--- config.mk ---
export PLATFORM = sky130hd
export DESIGN_NAME = indexed_deque
export DESIGN_NICKNAME = d
export VERILOG_FILES = /design/src/design/idq_pkg.sv /design/src/design/indexed_deque.sv /design/src/design/idq_ctrl.sv /design/src/design/idq_datapath.sv
export SDC_FILE = /design/constraint.sdc
export NUM_CORES = 1
export LEC_CHECK = 0
export BUFFER_PORTS_ARGS = -buffer_cell sky130_fd_sc_hd__buf_2
export CAP_MARGIN = 20
export CORE_MARGIN = 2
export CORE_UTILIZATION = 45
export DETAILED_ROUTE_END_ITERATION = 8
export HOLD_SLACK_MARGIN = 0.06
export PLACE_DENSITY_LB_ADDON = 0.2
export SYNTH_ARGS = -nofsm -noshare
export SYNTH_HDL_FRONTEND = slang
export SYNTH_SLANG_ARGS = --single-unit
export TNS_END_PERCENT = 30
--- constraint.sdc ---
create_clock -name clk -period 7 [get_ports clk]
set_input_delay 0.7 -clock clk [delete_from_list [all_inputs] [get_ports clk]]
set_output_delay 0.7 -clock clk [all_outputs]
set_load 0.05 [all_outputs]
--- src/design/idq_pkg.sv ---
// idq_pkg: shared types and constants for the indexed deque
// request and status codes, controller states, command and status structs
// no dependencies
package idq_pkg;

  localparam int DEPTH_DEFAULT       = 32;
  localparam int VALUE_WIDTH_DEFAULT = 16;

  // fixed port widths
  localparam int REQ_WIDTH    = 3;
  localparam int VAL_PORT_W   = 16;
  localparam int POS_WIDTH    = 5;
  localparam int STATUS_WIDTH = 2;
  localparam int LEN_WIDTH    = 6;

  typedef enum logic [REQ_WIDTH-1:0] {
    REQ_PUSH_BACK  = 3'd0,
    REQ_PUSH_FRONT = 3'd1,
    REQ_POP_FRONT  = 3'd2,
    REQ_POP_BACK   = 3'd3,
    REQ_READ       = 3'd4,
    REQ_REMOVE_AT  = 3'd5
  } req_t;

  typedef enum logic [STATUS_WIDTH-1:0] {
    STAT_OK    = 2'd0,
    STAT_EMPTY = 2'd1,
    STAT_RANGE = 2'd2,
    STAT_FULL  = 2'd3
  } status_t;

  typedef enum logic [1:0] {
    S_IDLE,
    S_READ,
    S_SHIFT,
    S_FINISH
  } state_t;

  typedef struct packed {
    logic    push_back;
    logic    push_front;
    logic    pop_front;
    logic    pop_back;
    logic    read_issue;
    logic    remove_begin;
    logic    shift_step;
    logic    remove_finish;
    logic    load_read;
    logic    res_load;
    status_t res_status;
    logic    finish;
  } dp_cmd_t;

  typedef struct packed {
    logic empty;
    logic full;
    logic in_range;
    logic shift_last;
  } dp_stat_t;

endpackage

--- src/design/indexed_deque.sv ---
// indexed_deque: bounded deque with read and remove at a position
// end requests, empty/range/full answers and unused codes: done in the cycle after start, no busy
// read: busy for 1 cycle in S_READ, done registered from S_READ
// remove at p: busy through S_SHIFT and then S_FINISH, done registered from S_FINISH,
//   one entry moved per cycle through the memory's read and write port
// reset (rst, synchronous): empty deque, front slot 0; entry memory is not cleared
module indexed_deque #(
  parameter int DEPTH       = idq_pkg::DEPTH_DEFAULT,
  parameter int VALUE_WIDTH = idq_pkg::VALUE_WIDTH_DEFAULT
) (
  input  logic                             clk,
  input  logic                             rst,
  input  logic                             start,
  output logic                             busy,
  input  logic [idq_pkg::REQ_WIDTH-1:0]    req_type,
  input  logic [idq_pkg::VAL_PORT_W-1:0]   item_value,
  input  logic [idq_pkg::POS_WIDTH-1:0]    position,
  output logic                             done,
  output logic [idq_pkg::VAL_PORT_W-1:0]   read_value,
  output logic [idq_pkg::STATUS_WIDTH-1:0] status,
  output logic [idq_pkg::LEN_WIDTH-1:0]    length
);
  import idq_pkg::*;

  dp_cmd_t  cmd;
  dp_stat_t stat;

  idq_ctrl u_ctrl (
    .clk      (clk),
    .rst      (rst),
    .start    (start),
    .req_type (req_type),
    .stat     (stat),
    .cmd      (cmd),
    .busy     (busy)
  );

  idq_datapath #(
    .DEPTH       (DEPTH),
    .VALUE_WIDTH (VALUE_WIDTH)
  ) u_datapath (
    .clk        (clk),
    .rst        (rst),
    .cmd        (cmd),
    .item_value (item_value),
    .position   (position),
    .stat       (stat),
    .read_value (read_value),
    .status     (status),
    .length     (length),
    .done       (done)
  );

endmodule

--- src/design/idq_ctrl.sv ---
// idq_ctrl: request sequencer for the indexed deque
// decodes each transaction and steps the datapath through read and remove-at
// depends on idq_pkg
module idq_ctrl (
  input  logic                          clk,
  input  logic                          rst,
  input  logic                          start,
  input  logic [idq_pkg::REQ_WIDTH-1:0] req_type,
  input  idq_pkg::dp_stat_t             stat,
  output idq_pkg::dp_cmd_t              cmd,
  output logic                          busy
);
  import idq_pkg::*;

  state_t state;
  state_t state_next;
  req_t   req;

  assign req  = req_t'(req_type);
  assign busy = (state != S_IDLE);

  always_ff @(posedge clk) begin
    if (rst) begin
      state <= S_IDLE;
    end else begin
      state <= state_next;
    end
  end

  always_comb begin
    state_next = state;
    case (state)
      S_IDLE: begin
        if (start && !stat.empty && stat.in_range) begin
          if (req == REQ_READ) begin
            state_next = S_READ;
          end else if (req == REQ_REMOVE_AT) begin
            state_next = S_SHIFT;
          end
        end
      end
      S_READ:   state_next = S_IDLE;
      S_SHIFT: begin
        if (stat.shift_last) begin
          state_next = S_FINISH;
        end
      end
      S_FINISH: state_next = S_IDLE;
      default:  state_next = S_IDLE;
    endcase
  end

  always_comb begin
    cmd = '0;
    cmd.res_status = STAT_OK;
    case (state)
      S_IDLE: begin
        if (start) begin
          case (req)
            REQ_PUSH_BACK, REQ_PUSH_FRONT: begin
              cmd.res_load = 1'b1;
              cmd.finish   = 1'b1;
              if (stat.full) begin
                cmd.res_status = STAT_FULL;
              end else if (req == REQ_PUSH_BACK) begin
                cmd.push_back = 1'b1;
              end else begin
                cmd.push_front = 1'b1;
              end
            end
            REQ_POP_FRONT, REQ_POP_BACK: begin
              cmd.res_load = 1'b1;
              cmd.finish   = 1'b1;
              if (stat.empty) begin
                cmd.res_status = STAT_EMPTY;
              end else if (req == REQ_POP_FRONT) begin
                cmd.pop_front = 1'b1;
              end else begin
                cmd.pop_back = 1'b1;
              end
            end
            REQ_READ, REQ_REMOVE_AT: begin
              if (stat.empty) begin
                cmd.res_load   = 1'b1;
                cmd.finish     = 1'b1;
                cmd.res_status = STAT_EMPTY;
              end else if (!stat.in_range) begin
                cmd.res_load   = 1'b1;
                cmd.finish     = 1'b1;
                cmd.res_status = STAT_RANGE;
              end else if (req == REQ_READ) begin
                cmd.read_issue = 1'b1;
              end else begin
                cmd.remove_begin = 1'b1;
              end
            end
            default: begin
              // unused codes: answer ok with nothing changed
              cmd.res_load = 1'b1;
              cmd.finish   = 1'b1;
            end
          endcase
        end
      end
      S_READ: begin
        cmd.load_read = 1'b1;
        cmd.res_load  = 1'b1;
        cmd.finish    = 1'b1;
      end
      S_SHIFT: begin
        cmd.shift_step = !stat.shift_last;
      end
      S_FINISH: begin
        cmd.remove_finish = 1'b1;
        cmd.res_load      = 1'b1;
        cmd.finish        = 1'b1;
      end
      default: begin
        cmd.res_status = STAT_OK;
      end
    endcase
  end

endmodule

--- src/design/idq_datapath.sv ---
// idq_datapath: ring buffer storage, pointers and result registers
// one write and one registered read port on the entry memory
// depends on idq_pkg
module idq_datapath #(
  parameter int DEPTH       = idq_pkg::DEPTH_DEFAULT,
  parameter int VALUE_WIDTH = idq_pkg::VALUE_WIDTH_DEFAULT
) (
  input  logic                             clk,
  input  logic                             rst,
  input  idq_pkg::dp_cmd_t                 cmd,
  input  logic [idq_pkg::VAL_PORT_W-1:0]   item_value,
  input  logic [idq_pkg::POS_WIDTH-1:0]    position,
  output idq_pkg::dp_stat_t                stat,
  output logic [idq_pkg::VAL_PORT_W-1:0]   read_value,
  output logic [idq_pkg::STATUS_WIDTH-1:0] status,
  output logic [idq_pkg::LEN_WIDTH-1:0]    length,
  output logic                             done
);
  import idq_pkg::*;

  localparam int AW = (DEPTH > 1) ? $clog2(DEPTH) : 1;
  localparam int CW = $clog2(DEPTH + 1);
  localparam int PW = (CW > POS_WIDTH) ? CW : POS_WIDTH;

  logic [VALUE_WIDTH-1:0] mem [DEPTH];
  logic [VALUE_WIDTH-1:0] rd_data;

  logic [AW-1:0] front;
  logic [CW-1:0] count;
  logic [CW-1:0] cursor;
  logic [CW-1:0] wr_pos;
  logic          pending;

  logic [AW-1:0] front_dec;
  logic [AW-1:0] front_inc;
  logic [CW-1:0] pos_c;
  logic [CW-1:0] cursor_inc;
  logic [AW-1:0] rd_addr;
  logic [AW-1:0] wr_addr;
  logic [VALUE_WIDTH-1:0] wr_data;
  logic          wr_en;
  logic          rd_en;

  logic [VAL_PORT_W-1:0] read_value_q;
  status_t               status_q;

  // physical slot of a logical position, front + p stays below twice DEPTH
  function automatic logic [AW-1:0] slot_of(input logic [AW-1:0] base,
                                            input logic [CW-1:0] p);
    logic [CW:0] sum;
    sum = (CW+1)'(base) + (CW+1)'(p);
    if (sum >= (CW+1)'(DEPTH)) begin
      sum = sum - (CW+1)'(DEPTH);
    end
    return AW'(sum);
  endfunction

  assign front_dec  = (front == '0) ? AW'(DEPTH - 1) : front - 1'b1;
  assign front_inc  = (front == AW'(DEPTH - 1)) ? '0 : front + 1'b1;
  assign pos_c      = CW'(position);
  assign cursor_inc = cursor + 1'b1;

  assign stat.empty      = (count == '0);
  assign stat.full       = (count == CW'(DEPTH));
  assign stat.in_range   = (PW'(position) < PW'(count));
  assign stat.shift_last = ((CW+1)'(cursor) + 1'b1 >= (CW+1)'(count));

  // read port: either the requested position or the next entry of a shift
  assign rd_en   = cmd.read_issue || cmd.shift_step;
  assign rd_addr = cmd.shift_step ? slot_of(front, cursor_inc) : slot_of(front, pos_c);

  // write port: pushes from idle, moved entries during a shift
  always_comb begin
    wr_en   = 1'b0;
    wr_addr = slot_of(front, wr_pos);
    wr_data = rd_data;
    if (cmd.push_back) begin
      wr_en   = 1'b1;
      wr_addr = slot_of(front, count);
      wr_data = VALUE_WIDTH'(item_value);
    end else if (cmd.push_front) begin
      wr_en   = 1'b1;
      wr_addr = front_dec;
      wr_data = VALUE_WIDTH'(item_value);
    end else if (pending) begin
      wr_en = 1'b1;
    end
  end

  always_ff @(posedge clk) begin
    if (wr_en) begin
      mem[wr_addr] <= wr_data;
    end
    if (rd_en) begin
      rd_data <= mem[rd_addr];
    end
  end

  always_ff @(posedge clk) begin
    if (rst) begin
      front   <= '0;
      count   <= '0;
      pending <= 1'b0;
      done    <= 1'b0;
    end else begin
      done    <= cmd.finish;
      pending <= cmd.shift_step;
      if (cmd.push_back) begin
        count <= count + 1'b1;
      end else if (cmd.push_front) begin
        front <= front_dec;
        count <= count + 1'b1;
      end else if (cmd.pop_front) begin
        front <= front_inc;
        count <= count - 1'b1;
      end else if (cmd.pop_back || cmd.remove_finish) begin
        count <= count - 1'b1;
      end
    end
  end

  always_ff @(posedge clk) begin
    if (cmd.remove_begin) begin
      cursor <= pos_c;
    end else if (cmd.shift_step) begin
      cursor <= cursor_inc;
    end
    if (cmd.shift_step) begin
      wr_pos <= cursor;
    end
    if (cmd.res_load) begin
      status_q     <= cmd.res_status;
      read_value_q <= cmd.load_read ? VAL_PORT_W'(rd_data) : '0;
    end
  end

  assign read_value = read_value_q;
  assign status     = status_q;
  assign length     = LEN_WIDTH'(count);

endmodule
# After elaboration in Yosys (flattened, before gate mapping)
# Memories as Yosys holds them, arrays and structs flattened. A register that Yosys moved wholly into a read port is not among the register bits.
# Cells that the tools add are included.
dict set report word_totals {
  word_cells 123
  reg_bits 45
  memories 1
  inputBits 27
  ramBits 512
}
dict set report classes {
  n_reduce_logical 21
  add_sub_neg 14
  order_cmp 6
  n_eq_ne 13
  n_mux 57
  bitwise 1
}
# memory words word_bits rd rd_ports_with_merged_regs wr line
set mem_list {}
lappend mem_list {u_datapath.mem 32 16 1 1 1 idq_datapath.sv:25} ;# logic [VALUE_WIDTH-1:0] mem [DEPTH];
# cell n
set op_table {}
lappend op_table {{5-bit 2-to-1 mux} 13}
lappend op_table {{6-bit 2-to-1 mux} 6}
lappend op_table {{16-bit 2-to-1 mux} 2}
lappend op_table {{5-bit by 1-bit subtractor with 5-bit output, second input constant} 5}
lappend op_table {{2-bit 2-to-1 mux} 12}
lappend op_table {{5-bit by 6-bit adder with 7-bit output} 3}
lappend op_table {{7-bit by 6-bit >= comparator with 1-bit output, second input constant} 3}
lappend op_table {{1-bit 2-to-1 mux} 17}
lappend op_table {{6-bit by 1-bit adder with 6-bit output, second input constant} 2}
lappend op_table {{4-bit 2-to-1 mux} 3}
lappend op_table {{2-bit case mux with 3 select lines} 2}
lappend op_table {{2-bit OR reduction} 4}
lappend op_table {{6-bit by 1-bit adder with 7-bit output, second input constant} 1}
lappend op_table {{7-bit by 6-bit >= comparator with 1-bit output} 1}
lappend op_table {{5-bit by 5-bit adder with 6-bit output} 1}
lappend op_table {{3-bit by 2-bit equality test with 1-bit output, second input constant} 2}
lappend op_table {{3-bit equality test, second input constant} 2}
lappend op_table {{6-bit equality test, second input constant} 1}
lappend op_table {{6-bit >= comparator, second input constant} 1}
lappend op_table {{6-bit logical NOT} 1}
lappend op_table {{5-bit by 6-bit less-than comparator with 1-bit output} 1}
lappend op_table {{2-bit nonzero test} 3}
lappend op_table {{6-bit by 1-bit subtractor with 6-bit output, second input constant} 1}
lappend op_table {{5-bit by 1-bit adder with 5-bit output, second input constant} 1}
lappend op_table {{17 further kinds} 24}

# Depth between registers and ports, before layout
dict set report depth {
  depth_word 12
  ltp_mapped 19
  depth_no_buf 17
}

# By module
# Synthesis repeated with hierarchy kept, for this count alone.
dict set report hier_totals {
  hier_cells 1163
  area_unflattened_um2 23393.7
}
# mod seq_area_each_um2 area_each_um2 n_inst cells_per_inst
set modules_own_cells {}
lappend modules_own_cells {idq_datapath 16976.3 23138.4 1 1127}
lappend modules_own_cells {idq_ctrl 40.0 255.2 1 36}

# Least setup slack after synthesis
# OpenSTA, ideal clock, no wires.
dict set report synth_path {
  path_kind {flip-flop to flip-flop}
  start {register u_datapath.count[5] (netlist: u_datapath.length[5])}
  end {register u_datapath.rd_data[13], read port of u_datapath.mem (data pin)}
  path_buffers 3
  arrival_ps 4541
  setup_time_ps 262
  required_time_ps 6738
  slack_ps 2197
  synth_period_minus_slack_ps 4803
  path_stages_with_launch 15
  cell_sequence {dfxtp_1 clkinv_1 ha_1 nand3_1 or3_1 nand2_1 mux2_2 fa_1 buf_2 buf_1 buf_1 mux4_2 mux2i_1 a21oi_1 mux2_1}
}
dict set report synth_via {
  elab_chain_len 7
}
# item line
set synth_rtl {}
lappend synth_rtl {{from (decl)} idq_datapath.sv:29} ;# logic [CW-1:0] count;
lappend synth_rtl {{from (signal assigned)} idq_datapath.sv:109} ;# count <= count + 1'b1;
lappend synth_rtl {{from (signal assigned)} idq_datapath.sv:112} ;# count <= count + 1'b1;
lappend synth_rtl {{from (signal assigned)} idq_datapath.sv:115} ;# count <= count - 1'b1;
lappend synth_rtl {{5-bit by 6-bit less-than comparator with 1-bit output} idq_datapath.sv:65} ;# assign stat.in_range = (PW'(position) < PW'(count));
lappend synth_rtl {{2-bit 2-to-1 mux} idq_ctrl.sv:87} ;# end else if (!stat.in_range) begin
lappend synth_rtl {{2-bit 2-to-1 mux} idq_ctrl.sv:83} ;# if (stat.empty) begin
lappend synth_rtl {{2-bit 2-to-1 mux} idq_ctrl.sv:59} ;# case (req)
lappend synth_rtl {{6-bit 2-to-1 mux} idq_ctrl.sv:58} ;# if (start) begin
lappend synth_rtl {{6-bit 2-to-1 mux} idq_ctrl.sv:56} ;# case (state)
lappend synth_rtl {{1-bit logical OR} idq_datapath.sv:69} ;# assign rd_en = cmd.read_issue || cmd.shift_step;
lappend synth_rtl {{to (decl)} idq_datapath.sv:26} ;# logic [VALUE_WIDTH-1:0] rd_data;
# Parallel ways exist; a longest one is shown, timed or not.
# A chain may end at the register's enable or synchronous reset.

# Worst setup path in the final report
dict set report layout_path {
  start {register u_datapath.cursor[0]}
  end {register u_datapath.rd_data[13], read port of u_datapath.mem (data pin)}
}
dict set report layout_via {
  elab_chain_len 5
}
# item line
set layout_rtl {}
lappend layout_rtl {{from (decl)} idq_datapath.sv:30} ;# logic [CW-1:0] cursor;
lappend layout_rtl {{from (signal assigned)} idq_datapath.sv:124} ;# cursor <= pos_c;
lappend layout_rtl {{from (signal assigned)} idq_datapath.sv:126} ;# cursor <= cursor_inc;
lappend layout_rtl {{6-bit by 1-bit adder with 6-bit output or 6-bit by 1-bit adder with 7-bit output (tied branches)} {idq_datapath.sv:61, idq_datapath.sv:66}}
lappend layout_rtl {{5-bit by 6-bit adder with 7-bit output or 7-bit by 6-bit >= comparator with 1-bit output (tied branches)} {idq_datapath.sv:51, idq_datapath.sv:66}}
lappend layout_rtl {{7-bit by 6-bit >= comparator with 1-bit output, or another cell as far along} idq_datapath.sv:52} ;# if (sum >= (CW+1)'(DEPTH)) begin
lappend layout_rtl {{5-bit 2-to-1 mux or 1-bit 2-to-1 mux (tied branches)} {idq_datapath.sv:52, idq_ctrl.sv:56}}
lappend layout_rtl {{5-bit 2-to-1 mux or 1-bit logical OR (tied branches)} {idq_datapath.sv:70, idq_datapath.sv:69}}
# Parallel ways exist; a longest one is shown, timed or not.

==> results.txt <==
----------------------------------------------------
[Status]
  Outcome ... finished, final reports clean

[Place]
  HPWL after detailed placement ... 32,900 microns
  Count of buffers from port buffering ... 52
  Worst setup slack before clock tree synthesis ... 1.18 ns
  Final weighted congestion in routability-driven placement ... roughly 0.83

[Route]
  Remaining antenna violation count ... 0
  Routed vias/inst ... slightly below 6
  Detailed-routing iteration count for the pre-antenna-repair pass ... 5
  Drt initial violations ... around 1,100
  Final routed wirelength across all metal layers ... 54,200 microns
  Via count ... ~12,000
  Number of DRC violations after detailed routing ... 0
  Routed wire per std cell ... 26.0 microns

[Timing]
  Clock period minus worst slack ... between 5 and 6 ns
  Post-route worst hold slack ... between 0.4 and 0.5 ns
  Period utilization ... 0.844
  Setup clock skew after layout ... around 0.017 ns
  Slew Limit Headroom ... 0.295
  Worst Slack Setup Final ... about 1.1 ns
  Final TNS setup ... 0 ns
  Max Fclk ... ~0.17 GHz
  Final Setup Violations ... 0
  Slew @ Worst Pin ... ~1.1 ns
  RSZ-0062 raised after global routing ... false
  Pins over their slew limit ... 0
  Count of final hold-check violations ... 0

[Floorplanning]
  Die Footprint ... roughly 0.054 sq mm
  Starting Density ... 0.457
  I/O pin total ... 53
  Height of the chip ... around 230 microns
  Die width ... roughly 230 microns
  Floorplan core area ... approximately 0.052 sq mm
  Cell Rows ... between 80 and 90

[CTS]
  Post-CTS resize count ... 0
  # Post-CTS Setup Buffers ... 0
  Worst-path clk slew ... around 0.07 ns
  TritonCTS clock tree ... done
  Number of sinks on the clock net ... ~570
  Clock tree buffer depth ... 3
  Hold_buf cts ... 0
  Number of buffers created by CTS ... 56
  Worst-skew pair later-pin latency ... 0.60 ns
  CTS H-tree lvls ... 2
  CTS root buffer ... clkbuf_16

[Yosys]
  Post-Syn Instances ... ~1,200
  Synthesized net count ... ~1,300
  Top cell type's share of synthesized area ... 0.709
  Post-synthesis sequential area ratio ... 0.722
  Largest cells by area after synthesis ... edfxtp_1, mux4_2, ha_1, mux2i_1, dfxtp_1
  Post-synth EDFFs ... about 560
  Flop and latch count out of synthesis ... between 500 and 600
  Number of warnings reported in the yosys synthesis log ... 0
  Async S/R FF share, synth ... 0
  Cell taking the most area after synthesis ... edfxtp_1
  Cell area after synthesis ... around 0.024 sq mm
  Synth unique cells ... 61
  Avg Inst Size Synth ... 18.9 sq um
  Leading register cell type out of synthesis ... edfxtp_1

[Global routing]
  Via count of the first global-routing pass ... 12,224
  Antenna violations before repair ... 0
  GRT Overall Usage ... 0.204
  Largest net degree at the start of global routing ... 54
  Overall overflow remaining after global route ... 0
  First-pass GRT wire length ... approximately 80,000 microns

[Setup path]
  Delay of the slowest cell on the worst path ... between 1 and 1.5 ns
  Number of buffer and inverter instances along the worst setup path ... 2
  Critical path class ... reg2reg
  Stages on the worst setup path ... 17
  Crit Reg-Reg Startpoint ... u_datapath.cursor[0]
  Type of element capturing the critical path ... flop
  Slowest cell on crit path ... fa_4
  Series of cell instances along the critical path ... ha_1, nand3_1, xor2_1, inv_1, ha_1, nand3_1, or3_1, nand2_1, o21ai_0, ha_4, fa_4, buf_12, mux4_2, nor2b_1, a211oi_1, a21oi_1, mux2_1
  Data required time of the worst path ... between 7 and 8 ns
  Category of cells accounting for the largest share of critical-path delay ... adder cells
  Worst setup path startpoint ... u_datapath.cursor[0]
  Number of cells on the worst reg-to-reg path ... 17
  Kind of launch point of the worst setup path ... flop
  CP max FO ... 37
  Data arrival time of the critical path ... around 6.3 ns

[Cells and area]
  Area of the multi-input gates ... between 0.006 and 0.007 sq mm
  Share of final-layout standard cells stronger than drive strength 1 ... 0.283
  Number of fill cells ... roughly 4,100
  Count of inserted antenna diode cells ... 0
  Layout overhead on the synthesized area ... 14.8%
  Area of all sequential standard cells ... 0.0170 sq mm
  Count of nets after finishing ... 1,420
  Most common cell after layout, fill and taps aside ... edfxtp_1
  Commonest cells after routing, fill and taps aside ... edfxtp_1, mux4_2, nand2_1
  Post-Route Utilization ... 0.525

[Pwr]
  P_leak ... a little under 9 nW
  Peak supply drop ... approximately 220 uV
  Pwr Density ... ~290 mW/mm^2
  Power consumption ... about 7.7 mW

[Min path]
  Instance count along the most critical hold path ... 2
  Path class of the lowest-slack min-delay path ... in2reg
  Startpoint of the lowest-slack hold path ... position[2]

[Job]
  Reported max-cap violation count ... 0

----------------------------------------------------
cell type report:
class | count | share of cell area
Clock inverter | 40 | 0.0133
Multi-Input combinational cell | 601 | 0.237
Tap cell | 680 | 0.0315
Inverter | 15 | 0.00208
Sequential cell | 572 | 0.629
Timing Repair Buffer | 115 | 0.0328
Clock buffer | 65 | 0.0538
state kept, by name, indices dropped and copies added, names as in the netlist:
register	cells
u_datapath.mem	512
u_datapath.rd_data	16
u_datapath.read_value	16
u_datapath.cursor	6
u_datapath.length	6
u_datapath.front	5
u_datapath.wr_pos	5
u_ctrl.state	2
u_datapath.status	2
u_datapath.done	1
u_datapath.pending	1
worst reg2reg max path, cell delays in order, from the launching register on:
cell and delay, ns:
edfxtp_1 0.49, ha_1 0.29, nand3_1 0.11, xor2_1 0.19, inv_1 0.09, ha_1 0.30, nand3_1 0.10, or3_1 0.39
nand2_1 0.20, o21ai_0 0.17, ha_4 0.21, fa_4 1.25, buf_12 0.34, mux4_2 0.34, nor2b_1 0.14, a211oi_1 0.68
a21oi_1 0.07, mux2_1 0.31
synthesized netlist by cell type, drive strengths merged, types with 2 or more instances:
master	count
nor4	2
a21oi	51
a32oi	3
buf	32
nor3	35
nor3b	5
and3	4
a31oi	8
o21ai	7
a21o	9
nand2	65
a221oi	2
nand2b	7
inv	14
mux4	128
o21a	4
or2	3
dfxtp	16
or3	6
a22oi	2
clkbuf	29
xor2	8
nor4b	4
a211oi	36
xnor2	13
edfxtp	556
mux2	23
nand3	12
mux2i	35
nor2b	34
ha	29
nand4	2
and2	16
fa	3
o211ai	4
nor2	27
power by group:
group          leakage [nW]  internal, mW  switching, mW
Combinational          2.88         0.378          0.544
Sequential             5.16          3.80         0.0231
Clock                 0.883          1.68           1.28
Total                  8.93          5.86           1.85
metal layers:
layer,vias up,part of all wire,global-route usage
li1,5306,-,-
met1,6356,0.45,0.299
met2,388,0.46,0.317
met3,75,0.065,0.0325
met4,0,0.025,0.0573
met5,-,0,0
cell families after synthesis:
family / share of synthesized area
buf+inv: 0.0145
compound gates: 0.0400
simple gates: 0.0492
xor+xnor: 0.00781
flops: 0.722
mux: 0.148
fa+ha+maj: 0.0180
worst paths after layout:
| path | endpoint | slack [ns] |
|---|---|---|
| hold reg to reg | u_datapath.wr_pos[4] | 0.57 |
| hold / removal | u_datapath.cursor[2] | 0.46 |
| setup reg to reg | u_datapath.rd_data[13] | 1.09 |
| setup / recovery | u_datapath.rd_data[13] | 1.09 |
through the flow:
stage | std cells | instance area [sq um]
final | 2088 | 27000
after global routing | 2088 | 27000
after CTS | 2086 | 27000
after detailed placement | 1981 | 25200
after global placement | 1979 | 25100
after floorplan | 1249 | 23600
Note: power is estimated with default switching activity, not from simulation.
